<file path="config.mk">
export PLATFORM = sky130hd
export DESIGN_NAME = gsct_merge
export DESIGN_NICKNAME = d
export VERILOG_FILES = /design/src/sv/gsct_pkg.sv /design/src/sv/gsct_merge.sv
export SDC_FILE = /design/constraint.sdc
export NUM_CORES = 1
export LEC_CHECK = 0
export BUFFER_PORTS_ARGS = -buffer_cell sky130_fd_sc_hd__buf_2
export CELL_PAD_IN_SITES_DETAIL_PLACEMENT = 1
export CELL_PAD_IN_SITES_GLOBAL_PLACEMENT = 2
export CORE_AREA = 2 2 430 432
export CTS_BUF_LIST = sky130_fd_sc_hd__clkbuf_2 sky130_fd_sc_hd__clkbuf_4 sky130_fd_sc_hd__clkbuf_8
export CTS_CLUSTER_DIAMETER = 80
export DETAILED_ROUTE_END_ITERATION = 10
export DIE_AREA = 0 0 432 434
export GPL_TIMING_DRIVEN = 0
export HOLD_SLACK_MARGIN = 0.05
export PLACE_DENSITY = 0.56
export SETUP_SLACK_MARGIN = 0.4
export SYNTH_ARGS = -nofsm -noshare
export SYNTH_HDL_FRONTEND = slang
export SYNTH_SLANG_ARGS = --single-unit
</file>
<file path="constraint.sdc">
create_clock -name aclk -period 7.8 [get_ports aclk]
set_input_delay 0 -clock aclk [delete_from_list [all_inputs] [get_ports aclk]]
set_output_delay 0 -clock aclk [all_outputs]
set_load 0.02 [all_outputs]
</file>
<file path="src/sv/gsct_pkg.sv">
// gsct_pkg: types, constants and helper functions for the growing-sphere
// collision time unit. No dependencies; used by every module under sv/.
package gsct_pkg;

    localparam int DIMENSIONS = 3;
    localparam int LANE_COUNT = 3;

    typedef enum logic [1:0] {
        OUT_FOUND     = 2'd0,
        OUT_IMMEDIATE = 2'd1,
        OUT_NEVER     = 2'd2,
        OUT_OVERLAP   = 2'd3
    } outcome_t;

    typedef enum logic [1:0] {
        REG_BASE_RADIUS = 2'd0,
        REG_GROWTH_RATE = 2'd1,
        REG_DET_TOL     = 2'd2,
        REG_OVERLAP_TOL = 2'd3
    } reg_index_t;

    // partial sums from one lane
    typedef struct packed {
        logic [63:0]        sq;
        logic [63:0]        vsq;
        logic signed [63:0] dot;
    } lane_sum_t;

    // result beat
    typedef struct packed {
        logic [31:0] delay;
        outcome_t    outcome;
    } result_t;

endpackage

</file>
<file path="src/sv/gsct_merge.sv">
// gsct_merge: combines lane sums with radius terms into A, B, C and passes the
// overlap threshold on. Depends on gsct_pkg.
module gsct_merge (
    input  logic                                             aclk,
    input  logic                                             en,
    input  gsct_pkg::lane_sum_t [gsct_pkg::LANE_COUNT-1:0]   lanes,
    input  logic [63:0]                                      rr,
    input  logic [63:0]                                      gg,
    input  logic [63:0]                                      rg,
    input  logic [63:0]                                      thr,
    output logic signed [63:0]                               a_coef,
    output logic signed [63:0]                               b_coef,
    output logic signed [63:0]                               c_coef,
    output logic [63:0]                                      thr_out
);

    logic [63:0]        sq_sum, vsq_sum;
    logic signed [63:0] dot_sum;

    always_comb begin
        sq_sum  = '0;
        vsq_sum = '0;
        dot_sum = '0;
        for (int k = 0; k < gsct_pkg::LANE_COUNT; k++) begin
            sq_sum  = sq_sum + lanes[k].sq;
            vsq_sum = vsq_sum + lanes[k].vsq;
            dot_sum = dot_sum + lanes[k].dot;
        end
    end

    // coefficient register
    always_ff @(posedge aclk) begin
        if (en) begin
            c_coef  <= $signed(sq_sum - (rr >> 8));
            a_coef  <= $signed(vsq_sum - (gg >> 16));
            b_coef  <= dot_sum - $signed(rg >> 12);
            thr_out <= thr;
        end
    end

endmodule

</file>
==> reports/results.txt, run 1 <==
outcome: finished clean
number of global-route vias before repair: 30200
library cells used by synthesis: 76
setup repair bufs after CTS: 0
kind of end point of the critical path: flop
RSZ-0062 raised after global routing: false
Worst Hold Class: in -> reg
FILL cells: 21800
Tightest Pin Transition: 0.961 ns
Max Cap Violations: 0
Initial Utilization: 16.5%
area share of the largest cell type after synthesis: 25.6%
I/O pins: 1090
largest net degree at the start of global routing: 90
Setup Viol. Count Final: 0
relative slew slack: 35.4%
final worst setup slack: 2.44 ns
Slew Viols, Final: 0
Core Region: 182000 µm²
Pre-Repair DR Iteration Count: 8
Die Area: 187000 µm²
Vias: 27900
Detail Placement HPWL: 137 mm
Yosys top cell by area: edfxtp_1
top cells by area, synth: edfxtp_1, fa_1, inv_1, ha_1, a21oi_1
sequential cell area fraction in the yosys report: 25.6%
ys async rst share: 0%
kind of critical path: in -> reg
Root Driver: clkbuf_8
yosys warns: 0
clock power share: 16.1%
NumNets Final: 6021
Storage cell area: 7690 µm²
PortBufs: 1053
grt total ovfl: 0
drt total wl: 154 mm
Tmin final: 5.36 ns
initial DRC count: 1210
peak fanout along the critical path: 4
most frequent cells in the layout: buf_2, inv_1, fa_1
Synth Instances: 3304
Sw Ratio: 49.6%
Synth Register Bits: 256
routability cong.: 0.942
Fmax: 187 MHz
Syn Nets: 4705
Chip Height: 434 µm
H-tree depth: 3
DP Worst Slack: 1.96 ns
first-pass GRT wire length: 214 mm
initial antenna violation count: 66
Leak: 21.3 nW
commonest non-fill, non-tap cell in the layout: buf_2
Final ANT Viol Nets: 0
CTS Buf Count: 66
cells resized by post-CTS repair: 0
Post-synth EDFFs: 256
WHS: 0.152 ns
drt wl/cell: 21.8 µm
Via density: 3.95
hold path cells: 4
CP required: 8.28 ns
post-synthesis average cell area: 9.09 µm²
Startpoint Class: input pin
VDD IR-drop max: 0.000109 V
Switch Pwr: 5.90 mW
Reg power frac: 20.8%
Tot GR Track Use: 16.0%
Clock transition at path regs: 0.06 ns
Comb pwr share: 63.1%
fraction of layout cells with a size suffix above 1: 25.6%
Mapped Area: 30000 µm²
P per Cell Area: 285 nW/µm²
WP data arrival: 5.83 ns
Final period util: 68.7%
Num Clock Sinks: 256
multi-input logic area: 18200 µm²
ys flop type: edfxtp_1
final setup TNS: 0 ns
Die X: 432 µm
CTS tree: yes
Internal: 5.98 mW
number of core rows: 157
Clock Path Buffers: 3
Area Overhead vs Synth: 39.0%
DRC violations left: 0
final count of hold timing violations: 0
-- metal layers --
metal	global-route usage [%]	share of wire [%]
met5	0	0.084
met3	3.20	4.8
met4	5.59	3.8
met2	28.0	50
met1	19.4	41
-- registers in the layout, indices dropped and copies added (netlist names) --
name / cells
a_coef: 64
b_coef: 64
c_coef: 64
thr_out: 64
-- metrics by stage --
step	cell area, µm²	util, %	total power [mW]	cells
global route	41700	22.9	12.8	7066
global placement	38300	21.0	9.98	6742
detailed placement	38400	21.0	9.98	6745
finish	41700	22.9	11.9	7070
floorplan	30000	-	6.86	3304
CTS	41700	22.8	12.2	7056
-- synth_stat cells (all sizes together), types with 5 or more instances --
cell type     n
a41oi         6
inv        1030
a21oi       224
nor2b        20
edfxtp      256
or3          14
and2         13
o31ai        13
o211ai       12
o21bai       46
fa          345
nand3        45
nand2b       15
a21o        112
clkbuf       80
a2111oi       7
nand4        61
a221oi        6
o2111ai       5
o21a         20
a211oi       14
o221ai        5
or2           8
nor3         33
a31oi        15
nor4         12
a31o          7
ha          222
nor2        113
and3         22
o21ai       116
xnor2       109
a221o        10
xor2         74
o31a          5
nand2       147
-- worst max-delay path: stages --
cell and delay (ns):
dlygate4sd3_1 0.53, buf_2 0.13, fa_1 0.53, fa_1 0.41
dlygate4sd3_1 0.58, ha_1 0.23, a21o_1 0.20, nor3_1 0.29
a211oi_1 0.21, o211ai_1 0.22, nand3_1 0.28, a211oi_1 0.82
o211ai_1 0.26, mux2i_1 0.17, a2111o_1 0.40, dlygate4sd3_1 0.57
-- power groups by stage --
stage          Combinational [mW]  Clock, mW  Sequential (mW)
6_report                     7.49       1.92             2.47
5_1_grt                      8.25       2.08             2.53
4_1_cts                      7.67       2.04             2.48
3_5_place_dp                 7.48          0             2.50
3_3_place_gp                 7.48          0             2.50
2_1_floorplan                3.68          0             3.18
-- cells by family after synthesis --
logic type	Yosys count	share of synthesized area (%)
buffers and inverters	1113	13.9
AO/OA/AOI/OAI	662	14.3
adder cells (fa/ha/maj)	567	32.3
AND/OR/NAND/NOR	518	8.42
flip-flops	256	25.6
XOR/XNOR	183	5.34
multiplexers	5	0.171
-- final cells by class --
| cell class | count | area share, % |
|---|---|---|
| timing repair buffer | 1248 | 17.4 |
| clock inverter | 36 | 0.894 |
| multi-input combinational | 1935 | 43.5 |
| buffer | 83 | 0.759 |
| clock buffer | 83 | 2.48 |
| sequential | 256 | 18.4 |
| antenna | 14 | 0.0840 |
| tap | 2385 | 7.15 |
| inverter | 1030 | 9.27 |
-- what timing repair did --
item / in CTS / in global routing
endpoints found under the setup margin: 0 / 0
hold buffers: 192 / 0
hold endpoints to repair: 203 / 0
-- worst paths after layout --
kind | slack (ns) | endpoint | startpoint
worst max-delay path | 2.44 | a_coef[63] | lanes[261]
worst min-delay path | 0.15 | b_coef[5] | lanes[389]
Power figures use the tool's default switching activity.
==> run 2, diff against run 1 <==
--- a/config.mk
+++ b/config.mk
@@ -15,7 +15,7 @@
 export DIE_AREA = 0 0 432 434
 export GPL_TIMING_DRIVEN = 0
 export HOLD_SLACK_MARGIN = 0.05
-export PLACE_DENSITY = 0.56
+export PLACE_DENSITY = 0.58
 export SETUP_SLACK_MARGIN = 0.4
 export SYNTH_ARGS = -nofsm -noshare
 export SYNTH_HDL_FRONTEND = slang
==> constraint.sdc (replaced) <==
create_clock -name aclk -period 4.6 [get_ports aclk]
set_input_delay 0 -clock aclk [delete_from_list [all_inputs] [get_ports aclk]]
set_output_delay 0 -clock aclk [all_outputs]
set_load 0.02 [all_outputs]
==> run 2 against run 1 <==
Global-route usage fell by 0.30 points. Die area did not move. Cell area is 0.15% higher. Worst setup slack worse by 2.0 ns. Clock-buffer cell count is 3 higher. Utilization is essentially flat.
==> reports/results.txt, run 2 (same netlist as run 1, synthesis figures left out) <==
kind of end point of the critical path: flop
grt total ovfl: 0
CP bufs+invs: 4
Final ANT Viol Nets: 0
I/O pins: 1090
initial DRC count: 1092
CP max stage cell: fa_1
Worst Hold Class: in -> reg
routability cong.: 0.958
Tmin final: 4.11 ns
DRC violations left: 0
drt total wl: 152 mm
Startpoint Class: input pin
Tot GR Track Use: 15.7%
Core Region: 182000 µm²
Crit path depth: 16
Final period util: 89.3%
H-tree depth: 3
peak fanout along the critical path: 8
commonest non-fill, non-tap cell in the layout: buf_2
CTS tree: yes
PortBufs: 1053
Die X: 432 µm
most frequent cells in the layout: buf_2, inv_1, fa_1
FILL cells: 21800
relative slew slack: 39.1%
Tightest Pin Transition: 0.906 ns
final setup TNS: 0 ns
hold path cells: 4
initial antenna violation count: 58
Setup Viol. Count Final: 0
largest net degree at the start of global routing: 93
dpl cell area: 38400 µm²
Chip Height: 434 µm
Initial Utilization: 16.5%
multi-input logic area: 18300 µm²
Via density: 3.96
Die Area: 187000 µm²
Num Clock Sinks: 256
routed wl met3: 7.05 mm
VDD IR-drop max: 0.000161 V
met1 WL: 64.2 mm
NumNets Final: 6022
CP top delay family: simple AND/OR/NAND/NOR gates
CTS Buf Count: 66
crit path cell chain: buf_2 -> fa_1 -> inv_1 -> fa_1 -> inv_1 -> ha_1 -> clkbuf_1 -> nand4_1 -> nor4_4 -> nand4_1 -> nor4_4 -> o221ai_2 -> nand3_1 -> a21o_1 -> mux2i_1 -> nand4_1
crit-path most repeated cell: nand4_1
Power Total: 20.0 mW
fraction of layout cells with a size suffix above 1: 26.2%
Worst path max stage delay: 0.55 ns
Slew Viols, Final: 0
RSZ-0062 raised after global routing: true
WP data arrival: 4.50 ns
Leak: 21.3 nW
kind of critical path: in -> reg
Vias: 28000
top sig layer: met5
outcome: finished clean
Root Driver: clkbuf_8
Detail Placement HPWL: 134 mm
P per Cell Area: 480 nW/µm²
WHS: 0.140 ns
number of global-route vias before repair: 29900
number of core rows: 157
CP required: 4.99 ns
final count of hold timing violations: 0
Max Cap Violations: 0
Final Cell Area: 41800 µm²
Fmax: 244 MHz
drt wl/cell: 21.4 µm
Storage cell area: 7690 µm²
Clock Path Buffers: 3
Clock transition at path regs: 0.06 ns
Pre-Repair DR Iteration Count: 5
Met2 Wirelength: 75.7 mm
first-pass GRT wire length: 211 mm
Area Overhead vs Synth: 39.2%
==> run 2: changes by cell type in the layout (fill, tap and decap cells not counted), sizes merged <==
cell         before   now
buf            1059  1063
bufinv            6     4
clkbuf          163   166
clkinv           25    18
clkinvlp          1     3
diode            14    22
dlygate4sd3     192   189
==> run 2: final timing paths <==
kind / start / end / slack (ns)
worst max-delay path: lanes[168] / c_coef[63] / 0.49
worst min-delay path: lanes[570] / c_coef[58] / 0.14
==> run 2: where the power goes <==
| group | switching [mW] | internal [mW] |
|---|---|---|
| registers | 0.235 | 3.93 |
| logic | 8.33 | 4.41 |
| clock network | 1.40 | 1.74 |
| total | 9.97 | 10.1 |
==> run 2: timing repair <==
item                                    CTS  global route
endpoints found under the setup margin   19            14
pin swaps                                 2             0
gates resized for setup                  11            17
endpoints found under the hold margin   179             0
setup buffers                             2             0
hold buffers                            189             0
==> run 2: layer usage <==
| layer | vias to the layer above | GRT usage [%] |
|---|---|---|
| li1 | 13200 | - |
| met1 | 13900 | 19.5 |
| met2 | 724 | 27.2 |
| met3 | 211 | 3.02 |
| met4 | 10 | 4.89 |
| met5 | - | 0.546 |
==> run 2: cell type report <==
| type | count | share of cell area [%] |
|---|---|---|
| clock inverters | 29 | 0.647 |
| repair buffers | 1249 | 17.4 |
| multi-input cells | 1935 | 43.7 |
| inverters | 1030 | 9.25 |
| well taps | 2385 | 7.14 |
| flip-flops and latches | 256 | 18.4 |
| plain buffers | 83 | 0.764 |
| clock buffers | 86 | 2.53 |
| diodes | 22 | 0.132 |
==> run 2: per-stage QoR <==
stage	setup slack, ns	util (%)	cells
finish	0.494	22.9	7075
global route	0.352	22.9	7069
CTS	0.314	22.8	7053
floorplan	0.776	-	3304
detailed placement	-1.29	21.0	6747
global placement	-1.35	21.0	6742
